===== src/hdl/gaussian_blur_border_renormalized_assert.svh =====
// Assertion macros shared by the blur block.
`ifndef GAUSSIAN_BLUR_BORDER_RENORMALIZED_ASSERT_SVH
`define GAUSSIAN_BLUR_BORDER_RENORMALIZED_ASSERT_SVH

// Consequent must hold in the same cycle as the antecedent.
`define GBR_ASSERT_NOW(lbl, clk, rst, ante, cons, msg) \
   lbl: assert property (@(posedge clk) disable iff (rst) (ante) |-> (cons)) \
      else $error(msg);

// Consequent must hold in the cycle after the antecedent.
`define GBR_ASSERT_NEXT(lbl, clk, rst, ante, cons, msg) \
   lbl: assert property (@(posedge clk) disable iff (rst) (ante) |=> (cons)) \
      else $error(msg);

`endif


===== src/hdl/gbr_pkg.sv =====
`timescale 1ns / 1ps

package gbr_pkg;

   // Configuration register indexes.
   localparam logic [2:0] CSR_IMAGE_WIDTH   = 3'd0;
   localparam logic [2:0] CSR_IMAGE_HEIGHT  = 3'd1;
   localparam logic [2:0] CSR_FILTER_RADIUS = 3'd2;
   localparam logic [2:0] CSR_CHANNELS_USED = 3'd3;
   localparam logic [2:0] CSR_WEIGHT_CENTER = 3'd4;
   localparam logic [2:0] CSR_WEIGHT_ONE    = 3'd5;
   localparam logic [2:0] CSR_WEIGHT_TWO    = 3'd6;
   localparam logic [2:0] CSR_WEIGHT_THREE  = 3'd7;

   // Register values after reset.
   localparam logic [10:0] RST_IMAGE_WIDTH   = 11'd640;
   localparam logic [15:0] RST_IMAGE_HEIGHT  = 16'd480;
   localparam logic [1:0]  RST_FILTER_RADIUS = 2'd2;
   localparam logic [2:0]  RST_CHANNELS_USED = 3'd4;
   localparam logic [15:0] RST_WEIGHT_CENTER = 16'd65535;
   localparam logic [15:0] RST_WEIGHT_ONE    = 16'd39749;
   localparam logic [15:0] RST_WEIGHT_TWO    = 16'd8869;
   localparam logic [15:0] RST_WEIGHT_THREE  = 16'd728;

   // Item operation codes.
   localparam logic OP_PIXEL = 1'b0;
   localparam logic OP_DRAIN = 1'b1;

   // Quotient bits per channel, one divider cell per bit.
   localparam int QUO_W = 8;

   typedef enum logic [2:0] {
      ST_IDLE,
      ST_TAPS,
      ST_FLUSH,
      ST_LAUNCH,
      ST_DIVIDE
   } gbr_state_type;

   // Control that travels with a quotient through the divider cells.
   typedef struct packed {
      logic       valid;
      logic       frame_end;
      logic       den_zero;
      logic [2:0] nch;
   } gbr_tag_type;

endpackage


===== src/hdl/gbr_div_cell.sv =====
`timescale 1ns / 1ps

module gbr_div_cell
   import gbr_pkg::*;
#(
   parameter int ACC_W = 46,
   parameter int DEN_W = 38,
   parameter int LANES = 4,
   parameter int BIT   = 7
)
(
   input  logic              clock,
   input  logic              reset,
   input  gbr_tag_type       tag_i,
   input  logic [DEN_W-1:0]  den_i,
   input  logic [ACC_W-1:0]  rem_i [LANES],
   input  logic [QUO_W-1:0]  quo_i [LANES],
   output gbr_tag_type       tag_o,
   output logic [DEN_W-1:0]  den_o,
   output logic [ACC_W-1:0]  rem_o [LANES],
   output logic [QUO_W-1:0]  quo_o [LANES]
);

   gbr_tag_type      tag_ff;
   logic [DEN_W-1:0] den_ff;
   logic [ACC_W-1:0] rem_ff [LANES];
   logic [QUO_W-1:0] quo_ff [LANES];
   logic [ACC_W-1:0] rem_in [LANES];
   logic [QUO_W-1:0] quo_in [LANES];
   logic [ACC_W-1:0] den_sh;

   // One restoring step per lane: try to take the shifted divisor off.
   assign den_sh = ACC_W'(den_i) << BIT;

   always_comb begin
      for (int k = 0; k < LANES; k++) begin
         rem_in[k] = rem_i[k];
         quo_in[k] = quo_i[k];
         if (rem_i[k] >= den_sh) begin
            rem_in[k]      = rem_i[k] - den_sh;
            quo_in[k][BIT] = 1'b1;
         end
      end
   end

   always_ff @(posedge clock) begin
      if (reset) begin
         tag_ff <= '0;
      end else begin
         tag_ff <= tag_i;
      end
   end

   always_ff @(posedge clock) begin
      den_ff <= den_i;
      rem_ff <= rem_in;
      quo_ff <= quo_in;
   end

   assign tag_o = tag_ff;
   assign den_o = den_ff;
   assign rem_o = rem_ff;
   assign quo_o = quo_ff;

endmodule


===== config.mk =====
export PLATFORM = sky130hd
export DESIGN_NAME = gbr_div_cell
export DESIGN_NICKNAME = d
export VERILOG_FILES = /design/src/hdl/gaussian_blur_border_renormalized_assert.svh /design/src/hdl/gbr_pkg.sv /design/src/hdl/gbr_div_cell.sv
export SDC_FILE = /design/constraint.sdc
export NUM_CORES = 1
export LEC_CHECK = 0
export ABC_AREA = 1
export BUFFER_PORTS_ARGS = -buffer_cell sky130_fd_sc_hd__clkbuf_2
export CAP_MARGIN = 40
export CELL_PAD_IN_SITES_DETAIL_PLACEMENT = 1
export CELL_PAD_IN_SITES_GLOBAL_PLACEMENT = 1
export CORE_AREA = 3 3 228 230
export DETAILED_ROUTE_END_ITERATION = 8
export DIE_AREA = 0 0 231 233
export GPL_TIMING_DRIVEN = 1
export HOLD_SLACK_MARGIN = 0.03
export PLACE_DENSITY = 0.89
export SYNTH_ARGS = -nofsm -noshare
export SYNTH_HDL_FRONTEND = slang
export SYNTH_SLANG_ARGS = --single-unit

===== constraint.sdc =====
create_clock -name clock -period 6 [get_ports clock]
set_input_delay 0.6 -clock clock [delete_from_list [all_inputs] [get_ports clock]]
set_output_delay 0.6 -clock clock [all_outputs]
set_load 0.005 [all_outputs]

==> impl_metrics.toml, run 1 <==
[status]
outcome = "finished, final reports clean"

[clock_network]
htree_levels = 1
cts_buffers = 28
cts.sinks = 260
clkTransAtPathRegs_ps = 60
cts_hold_buf = 0
cts_resized = 0
clk_path_buf_depth = 3
root_buffer = "clkbuf_16"
postCtsSetupBuffers = 0
cts_tree = "built"

[routing]
dr_total_vias = 22986
finalWirelength_um = 90110
vias_per_cell = 5.040
drc = 0
drtIter0Drc = 1218
ant_nets = 0
first_pass_iters = 5
routedWlPerCell_um = 19.76

[placed_design]
dp_hpwl_um = 74520
dp_cells = 4509
gp_congestion = 0.9850
port_buffers = 521

[synth]
syn-cell-area_um2 = 19540
yosys-top-cells-area = "nand2_1 28%, dfxtp_1 27%, inv_1 10%"
synth_edf_count = 0
syn_area_per_cell_um2 = 5.837
synth_common_cells = "1,445 x nand2_1, 541 x inv_1, 308 x nor2_1"
synth_ff_type = "dfxtp_1"
seq_area_frac_synth_pct = 26.64
ys_warn_count = 0
syn_inst = 3347
synth.net_count = 3765
synthDominantCellAreaShare_pct = 27.76
synth.distinct_cells = 29
synth_most_common_cell = "nand2_1"
yosysTopAreaCell = "nand2_1"
ys_ff_latch = 260
async_flop_share_pct = 0

[global_routing]
grt_pass1_wl_um = 133000
grt_usage_pct = 32.31
overflow = 0
grt_pass1_vias = 23458
antenna_found_initial = 3
grt_max_degree = 42

[worst_setup_path]
worstSetupEndpoint = "rem_o[165]"
cp.required_ps = 6470
crit_chain = "clkbuf_2, inv_1, ha_1, nand2_1, nor2_1, nand2_1, nor2_1, nand3_1, nand2_1, nor2_1, nand2_2, inv_2, nand2_1, nand2_1"
slowest_stage = "nand2_2"
cp-startpoint = "den_i[29]"
crit_path_max_incr_delay_ps = 640
crit_path_frequent_cell = "nand2_1"
worstPathMaxFanout = 41
end_kind = "flip-flop"
worst_ep_arrival_time_ps = 4050
crit_type = "input pin to flip-flop"
worstSetupStartpointType = "input pin"

[floorplanning]
core_um2 = 50070
die_w_um = 231
row_count = 82
num_io_pins = 522
start_util_pct = 39.02
die_h_um = 233
die_area_um2 = 53820

[layout]
syn_to_final_growth_pct = 21.27
fill_cells = 7241
stdcell_count = 4561
post-route-util_pct = 47.32
nets = 4285
drive_gt1_share_pct = 16.42

[power_and_ir_drop]
finalPower_w = 0.005893
peakVddDrop_uv = 196.4
p_leak_nw = 14.17
power_density_nw_per_um2 = 248.7

[timing]
worst_pin_slew_ps = 938.9
setup_viol = 0
finalHoldViolCount = 0
period_needed_ps = 3579
slew_viol_final = 0
relSlewSlack_pct = 37.19
max_freq_mhz = 279.4
setup_tns_ps = 0
final.period_utilization_pct = 59.66
rsz0062_at_grt = "no"

[run]
maxCapViolCount = 0

[min_path]
min_path_type = "input pin to flip-flop"
==> cell usage in the layout (no fill, tap or decap), drive strengths merged, types with 2 or more instances in the layout <==
master,n
clkinvlp,4
nor3,34
nand4,24
inv,577
dfxtp,260
diode,3
o211ai,2
fa,4
and2,8
clkbuf,562
a31oi,4
o21bai,10
or2,8
nand3,190
ha,152
nor2,320
xnor2,2
nand3b,32
a21oi,116
clkinv,5
nand2,1452
xor2,78
o21ai,40
==> per-layer routing <==
metal	global-route usage (%)	vias to the layer above	part of all wire (%)
met5	0	-	0.014
met4	16.11	2	5.7
met3	5.999	189	6.9
met2	55.18	801	46
met1	38.96	10787	42
li1	-	11207	-
==> through the flow <==
| step | setup WS (ps) | hold slack (ps) | instance area [um2] |
|---|---|---|---|
| floorplan | 3685 | 627.7 | 19540 |
| global placement | 2032 | 702.5 | 22760 |
| detailed placement | 1900 | 704.7 | 22760 |
| CTS | 2433 | 86.29 | 23680 |
| global route | 2168 | 91.27 | 23690 |
| finish | 2421 | 118.1 | 23690 |
==> cells by family after synthesis <==
kind of cell | Yosys count | synth area share (%)
and+or+nand+nor | 2068 | 42.64
xor gates and xnor gates | 80 | 3.587
buffers and inverters | 611 | 12.32
adders and majority gates | 156 | 10.14
AOI/OAI and AO/OA | 172 | 4.662
DFF | 260 | 26.64
==> state kept, by name, indices dropped and copies added, names as in the netlist <==
register / flops
rem_o: 184
tag_o: 6
quo_o: 32
den_o: 38
==> layout make-up <==
cell class,count,area (um2),area share (%)
clock inverters,8,75.07,0.3169
multi-input cells,2476,11920,50.33
flip-flops and latches,260,5205,21.97
inverters,579,2173,9.173
diodes,3,7.507,0.03169
repair buffers,522,2615,11.04
clock buffers,41,850.8,3.591
well taps,672,840.8,3.549
==> where the power goes <==
group	total, W	switching, W	internal, W
clock	0.00177	0.000749	0.00102
sequential	0.00207	0.0000897	0.00198
combinational	0.00206	0.00136	0.000704
==> critical path, delay by kind of cell <==
kind / cells / cell delay, ps
AND/OR/NAND/NOR: 10 / 1810
buffers and inverters: 3 / 1210
adder cells (fa/ha/maj): 1 / 360
==> worst min-delay path by stage <==
| stage | startpoint | end | slack [ps] | cells past startpoint |
|---|---|---|---|---|
| floorplan | den_i[0] | den_o[0] | 630 | 0 |
| global placement | quo_i[3] | quo_o[3] | 700 | 1 |
| detailed placement | quo_i[5] | quo_o[5] | 700 | 1 |
| CTS | quo_i[19] | quo_o[19] | 90 | 1 |
| global route | quo_i[19] | quo_o[19] | 90 | 1 |
| finish | quo_i[19] | quo_o[19] | 120 | 1 |
Power figures use the tool's default switching activity.
==> run 2: changes to the inputs <==
--- a/config.mk
+++ b/config.mk
@@ -10,12 +10,12 @@
 export CAP_MARGIN = 40
 export CELL_PAD_IN_SITES_DETAIL_PLACEMENT = 1
 export CELL_PAD_IN_SITES_GLOBAL_PLACEMENT = 1
-export CORE_AREA = 3 3 228 230
+export CORE_AREA = 3 3 248 250
 export DETAILED_ROUTE_END_ITERATION = 8
-export DIE_AREA = 0 0 231 233
+export DIE_AREA = 0 0 251 253
 export GPL_TIMING_DRIVEN = 1
 export HOLD_SLACK_MARGIN = 0.03
-export PLACE_DENSITY = 0.89
+export PLACE_DENSITY = 0.8
 export SYNTH_ARGS = -nofsm -noshare
 export SYNTH_HDL_FRONTEND = slang
 export SYNTH_SLANG_ARGS = --single-unit
==> constraint.sdc (replaced) <==
create_clock -name clock -period 3.15 [get_ports clock]
set_input_delay 0.315 -clock clock [delete_from_list [all_inputs] [get_ports clock]]
set_output_delay 0.315 -clock clock [all_outputs]
set_load 0.005 [all_outputs]
==> run 2 against run 1 <==
Effect of this change:
- hold slack worse by 58 ps
- flip-flop and latch count unchanged
- cell count up 9.4%
- count of clock-buffer cells in the layout down 2
- total power up 100%
- clock power up 100%
- setup slack worse by 2300 ps
- routed wire length up 16%
- largest cell class unchanged
- cell area up 14%
- sequential power up 92%
==> impl_metrics.toml, run 2 (synthesized netlist as in run 1, its figures left out) <==
[status]
outcome = "finished, final reports clean"

[floorplanning]
core_um2 = 59240
row_count = 89
die_h_um = 253
die_w_um = 251
num_io_pins = 522
start_util_pct = 32.98
die_area_um2 = 63500

[timing]
slew_viol_final = 0
finalHoldWorstSlack_ps = 60.28
final.period_utilization_pct = 95.72
relSlewSlack_pct = 47.71
period_needed_ps = 3015
max_freq_mhz = 331.7
timing.final.ws_setup_ps = 134.9
finalHoldViolCount = 0
worst_pin_slew_ps = 783.5
rsz0062_at_grt = "no"
setup_viol = 0

[clock_network]
cts.sinks = 260
root_buffer = "clkbuf_16"
htree_levels = 1
cts_tree = "built"
clk_path_buf_depth = 3
postCtsSetupBuffers = 0
clkTransAtPathRegs_ps = 70
cts_buffers = 30

[layout]
fill_cells = 8176
largest_reg_flops = 184
multi_input_area_um2 = 11930
syn_to_final_growth_pct = 38.28
drive_gt1_share_pct = 16.60
seq_area_um2 = 5205
nets = 4608
stdcell_count = 4989
final_common_cell = "nand2_1"
layout_common_cells = "1,445 x nand2_1, 541 x inv_1, 521 x clkbuf_2, 308 x nor2_1, 263 x dlygate4sd3_1"

[worst_setup_path]
worstPathMaxFanout = 9
path_buf_inv = 5
worst_ep_arrival_time_ps = 3530
slowest_stage = "dlygate4sd3_1"
crit_path_max_incr_delay_ps = 540
worstSetupEndpoint = "rem_o[29]"
crit_type = "input pin to flip-flop"
cpLargestDelayFamily = "buffers and inverters"
end_kind = "flip-flop"
cp.depth = 16
cp.required_ps = 3660
crit_chain = "dlygate4sd3_1, clkbuf_2, inv_1, buf_4, ha_1, nand2_1, nor2_1, nand3_1, nor2_1, nand3_1, nand2_1, nor2_1, nand2_2, buf_4, nand3_1, nand2_1"
cp-startpoint = "den_i[35]"
worstSetupStartpointType = "input pin"

[placed_design]
dp_slack_ps = -75.10
dp_cells = 4668
gp_congestion = 0.9563
dp_hpwl_um = 78110
port_buffers = 521

[power_and_ir_drop]
p_leak_nw = 15.61
peakVddDrop_uv = 402.3
power_density_nw_per_um2 = 443.3

[min_path]
min_path_type = "input pin to flip-flop"
min_delay_path_depth = 3

[global_routing]
grt_pass1_vias = 25985
grt_max_degree = 41
overflow = 0
grt_usage_pct = 31.74
grt_pass1_wl_um = 154200
antenna_found_initial = 7

[routing]
finalWirelength_um = 104400
first_pass_iters = 5
drc = 0
drtIter0Drc = 1368
routedWlPerCell_um = 20.93
dr_total_vias = 24468
ant_nets = 0
vias_per_cell = 4.904

[run]
maxCapViolCount = 0
[run 2: cell type report]
class / instances / area share, %
timing repair buffer: 843 / 21.31
sequential: 260 / 19.27
clock buffer: 39 / 3.052
tap: 773 / 3.580
multi-input combinational: 2476 / 44.16
inverter: 579 / 8.054
antenna: 6 / 0.05558
clock inverter: 13 / 0.5187
[run 2: worst min-delay path by stage]
| stage | endpoint | start | slack [ps] |
|---|---|---|---|
| floorplan | den_o[0] | den_i[0] | 340 |
| global placement | quo_o[22] | quo_i[22] | 420 |
| detailed placement | quo_o[4] | quo_i[4] | 420 |
| CTS | rem_o[27] | rem_i[27] | 30 |
| global route | rem_o[27] | rem_i[27] | 40 |
| finish | rem_o[27] | rem_i[27] | 60 |
[run 2: timing repair]
item,4_1_cts,5_1_grt
gates resized for setup,0,3
hold endpoints to repair,257,0
hold buffers,263,0
setup endpoints to repair,0,38
[run 2: metal layers]
metal / GRT usage, % / vias to the layer above / part of all wire [%]
li1: - / 11863 / -
met1: 37.73 / 11513 / 42
met2: 55.12 / 830 / 47
met3: 5.218 / 260 / 5.7
met4: 16.67 / 2 / 5.8
met5: 0 / - / 0.0067
[run 2: power by group]
part           leakage [nW]  total (W)  switching [W]  internal (W)
clock network         0.476    0.00356        0.00156       0.00200
registers              2.19    0.00398       0.000216       0.00377
logic                  12.9    0.00443        0.00280       0.00163
total                  15.6     0.0120        0.00457       0.00741
[run 2: metrics by stage]
| step | area, um2 | utilization, % | total power (W) | TNS (ps) |
|---|---|---|---|---|
| 4_1_cts | 26990 | 45.56 | 0.01181 | 0 |
| 6_report | 27010 | 45.60 | 0.01198 | 0 |
| 5_1_grt | 27010 | 45.60 | 0.01264 | 0 |
| 2_1_floorplan | 19540 | - | 0.006189 | 0 |
| 3_5_place_dp | 23390 | 39.49 | 0.007989 | -107.1 |
| 3_3_place_gp | 23390 | 39.49 | 0.007932 | -98.34 |
==> run 3: changes to the inputs <==
--- a/config.mk
+++ b/config.mk
@@ -5,17 +5,16 @@
 export SDC_FILE = /design/constraint.sdc
 export NUM_CORES = 1
 export LEC_CHECK = 0
-export ABC_AREA = 1
 export BUFFER_PORTS_ARGS = -buffer_cell sky130_fd_sc_hd__clkbuf_2
 export CAP_MARGIN = 40
 export CELL_PAD_IN_SITES_DETAIL_PLACEMENT = 1
 export CELL_PAD_IN_SITES_GLOBAL_PLACEMENT = 1
-export CORE_AREA = 3 3 248 250
+export CORE_AREA = 3 3 218 220
 export DETAILED_ROUTE_END_ITERATION = 8
-export DIE_AREA = 0 0 251 253
+export DIE_AREA = 0 0 221 223
 export GPL_TIMING_DRIVEN = 1
 export HOLD_SLACK_MARGIN = 0.03
-export PLACE_DENSITY = 0.8
+export PLACE_DENSITY = 0.79
 export SYNTH_ARGS = -nofsm -noshare
 export SYNTH_HDL_FRONTEND = slang
 export SYNTH_SLANG_ARGS = --single-unit
==> run 3 against run 2 <==
Effect of this change:
- the flow now finishes with violations (setup timing)
- critical path depth down 3
- first-iteration DRC count down 13%
- synthesized cell count down 45%
- combinational power up 2%
- maximum frequency down 7.5%
- count of clock-buffer cells in the layout down 2
- utilization up 9.6 points
- critical endpoint is now rem_o[11]
- largest power group unchanged
==> impl_metrics.toml, run 3 <==
[status]
outcome = "finished with violations"
violations = "setup timing"

[synth]
synthDominantCellAreaShare_pct = 33.67
synth_edf_count = 0
yosysTopAreaCell = "dfxtp_1"
ys_warn_count = 0
syn-cell-area_um2 = 15460
yosys-top-cells-area = "dfxtp_1 34%, ha_1 12%, a21oi_1 6.4%"
syn_area_per_cell_um2 = 8.451
synth.distinct_cells = 78
synth.net_count = 2247
ys_ff_latch = 260
synth_most_common_cell = "dfxtp_1"
syn_inst = 1829
seq_area_frac_synth_pct = 33.67
async_flop_share_pct = 0
synth_ff_type = "dfxtp_1"
synth_common_cells = "260 x dfxtp_1, 198 x a21oi_1, 181 x nand2_1"

[worst_setup_path]
crit_chain = "dlygate4sd3_1, nor4b_4, nand4_1, nor4_2, buf_4, nand4b_1, a21oi_1, a2111oi_1, buf_4, o31ai_4, buf_6, buf_12, mux2_2"
worstPathMaxFanout = 6
worstSetupStartpointType = "input pin"
crit_type = "input pin to flip-flop"
crit_path_max_incr_delay_ps = 620
worst_ep_arrival_time_ps = 3710
slowest_stage = "dlygate4sd3_1"
crit_path_frequent_cell = "buf_4"
path_buf_inv = 5
cp.required_ps = 3600
cpLargestDelayFamily = "simple AND/OR/NAND/NOR gates"
end_kind = "flip-flop"

[routing]
routedWlPerCell_um = 24.98
drtIter0Drc = 1196
dr_total_vias = 19142
drc = 0
finalWirelength_um = 87650
vias_per_cell = 5.455
ant_nets = 0
first_pass_iters = 7

[global_routing]
grt_pass1_vias = 20693
overflow = 0
grt_pass1_wl_um = 126900
antenna_found_initial = 10
grt_usage_pct = 32.76
grt_max_degree = 42

[floorplanning]
die_area_um2 = 49280
core_um2 = 45480
start_util_pct = 33.99
die_w_um = 221
die_h_um = 223
num_io_pins = 522
row_count = 78

[placed_design]
port_buffers = 521
place_area_um2 = 21020
dp_cells = 3199
dp_hpwl_um = 59450
gp_congestion = 0.9292

[clock_network]
cts_buffers = 30
clk_path_buf_depth = 3
clkTransAtPathRegs_ps = 60
htree_levels = 1
cts.sinks = 260
root_buffer = "clkbuf_16"
cts_tree = "built"

[timing]
worst_pin_slew_ps = 680.4
timing.final.ws_setup_ps = -111.2
setup_tns_ps = -1723
setup_viol = 28
slew_viol_final = 0
relSlewSlack_pct = 54.37
max_freq_mhz = 306.6
finalHoldViolCount = 0
period_needed_ps = 3261
final.period_utilization_pct = 103.5

[layout]
largest_reg_flops = 184
nets = 3297
stdcell_area_um2 = 25110
stdcell_count = 3509
layout_common_cells = "516 x clkbuf_2, 330 x buf_4, 260 x dfxtp_1, 230 x dlygate4sd3_1, 185 x a21oi_1"
final_common_cell = "clkbuf_2"
drive_gt1_share_pct = 36.28
syn_to_final_growth_pct = 62.43

[run]
maxCapViolCount = 0

[min_path]
min_delay_path_depth = 3
min_from = "rem_i[79]"
worst_hold_path.endpoint = "rem_o[79]"
min_path_type = "input pin to flip-flop"

[power_and_ir_drop]
power_density_nw_per_um2 = 492.9
finalPower_w = 0.01238
p_leak_nw = 12.22
peakVddDrop_uv = 426.2
## run 3: changes by cell type after synthesis, moves of 39 or more
cell and delta:
a21o_1 +93, a21oi_1 +86, clkbuf_1 +39, inv_1 -469, nand2_1 -1264, nand3_1 -153, nor2_1 -168, o21ai_0 +90
xnor2_1 +78
## run 3: logic make-up after synthesis
logic type	Yosys count	share of synthesized area, %
multiplexers	37	2.679
AND/OR/NAND/NOR	508	15.31
flip-flops	260	33.67
XOR/XNOR	138	7.819
adder cells (fa/ha/maj)	156	12.82
buffers and inverters	148	3.974
AO/OA/AOI/OAI	582	23.72
## run 3: repair_timing
| item | CTS | global route |
|---|---|---|
| hold buffers | 232 | 0 |
| cloned | 0 | 3 |
| hold endpoints to repair | 226 | 0 |
| buffers inserted | 0 | 16 |
| setup endpoints to repair | 19 | 148 |
| resized for setup | 1 | 118 |
| pin swaps | 0 | 28 |
## run 3: worst max-delay path by stage
stage                     cells past startpoint          to  startpoint  slack [ps]
final                                        13   rem_o[11]    rem_i[3]        -110
after global routing                         13   rem_o[11]    rem_i[4]        -140
after CTS                                    15   quo_o[15]   den_i[21]           3
after detailed placement                     16   rem_o[33]    den_i[1]        -700
after global placement                       15   rem_o[33]    den_i[1]        -940
after floorplan                              11  rem_o[163]    den_i[1]         230
## run 3: layout make-up
| cell class | count | area, um2 |
|---|---|---|
| fill | 5485 | 20370 |
| multi-input combinational | 1421 | 10120 |
| timing repair buffer | 1094 | 7682 |
| sequential | 260 | 5205 |
| clock buffer | 37 | 838.3 |
| tap | 600 | 750.7 |
| inverter | 72 | 285.3 |
| clock inverter | 16 | 197.7 |
| antenna | 9 | 22.52 |
## run 3: where the power goes
part | internal (W) | switching [W] | total, W
clock | 0.00221 | 0.00162 | 0.00384
combinational | 0.00209 | 0.00241 | 0.00450
sequential | 0.00380 | 0.000243 | 0.00404
## run 3: metrics by stage
stage,hold slack [ps],util (%),setup WS (ps)
global placement,417.2,46.19,-940.5
CTS,31.15,53.61,2.871
global route,43.07,55.19,-138.7
finish,45.22,55.21,-111.2
detailed placement,419.9,46.21,-701.5
floorplan,342.7,-,230.4
## run 3: layer usage
| layer | GRT usage (%) | vias up | wire, um |
|---|---|---|---|
| met2 | 58.88 | 928 | 43010 |
| li1 | - | 8657 | - |
| met4 | 18.84 | 2 | 6210 |
| met3 | 5.329 | 344 | 5225 |
| met5 | 0 | - | 14 |
| met1 | 36.66 | 9211 | 33190 |
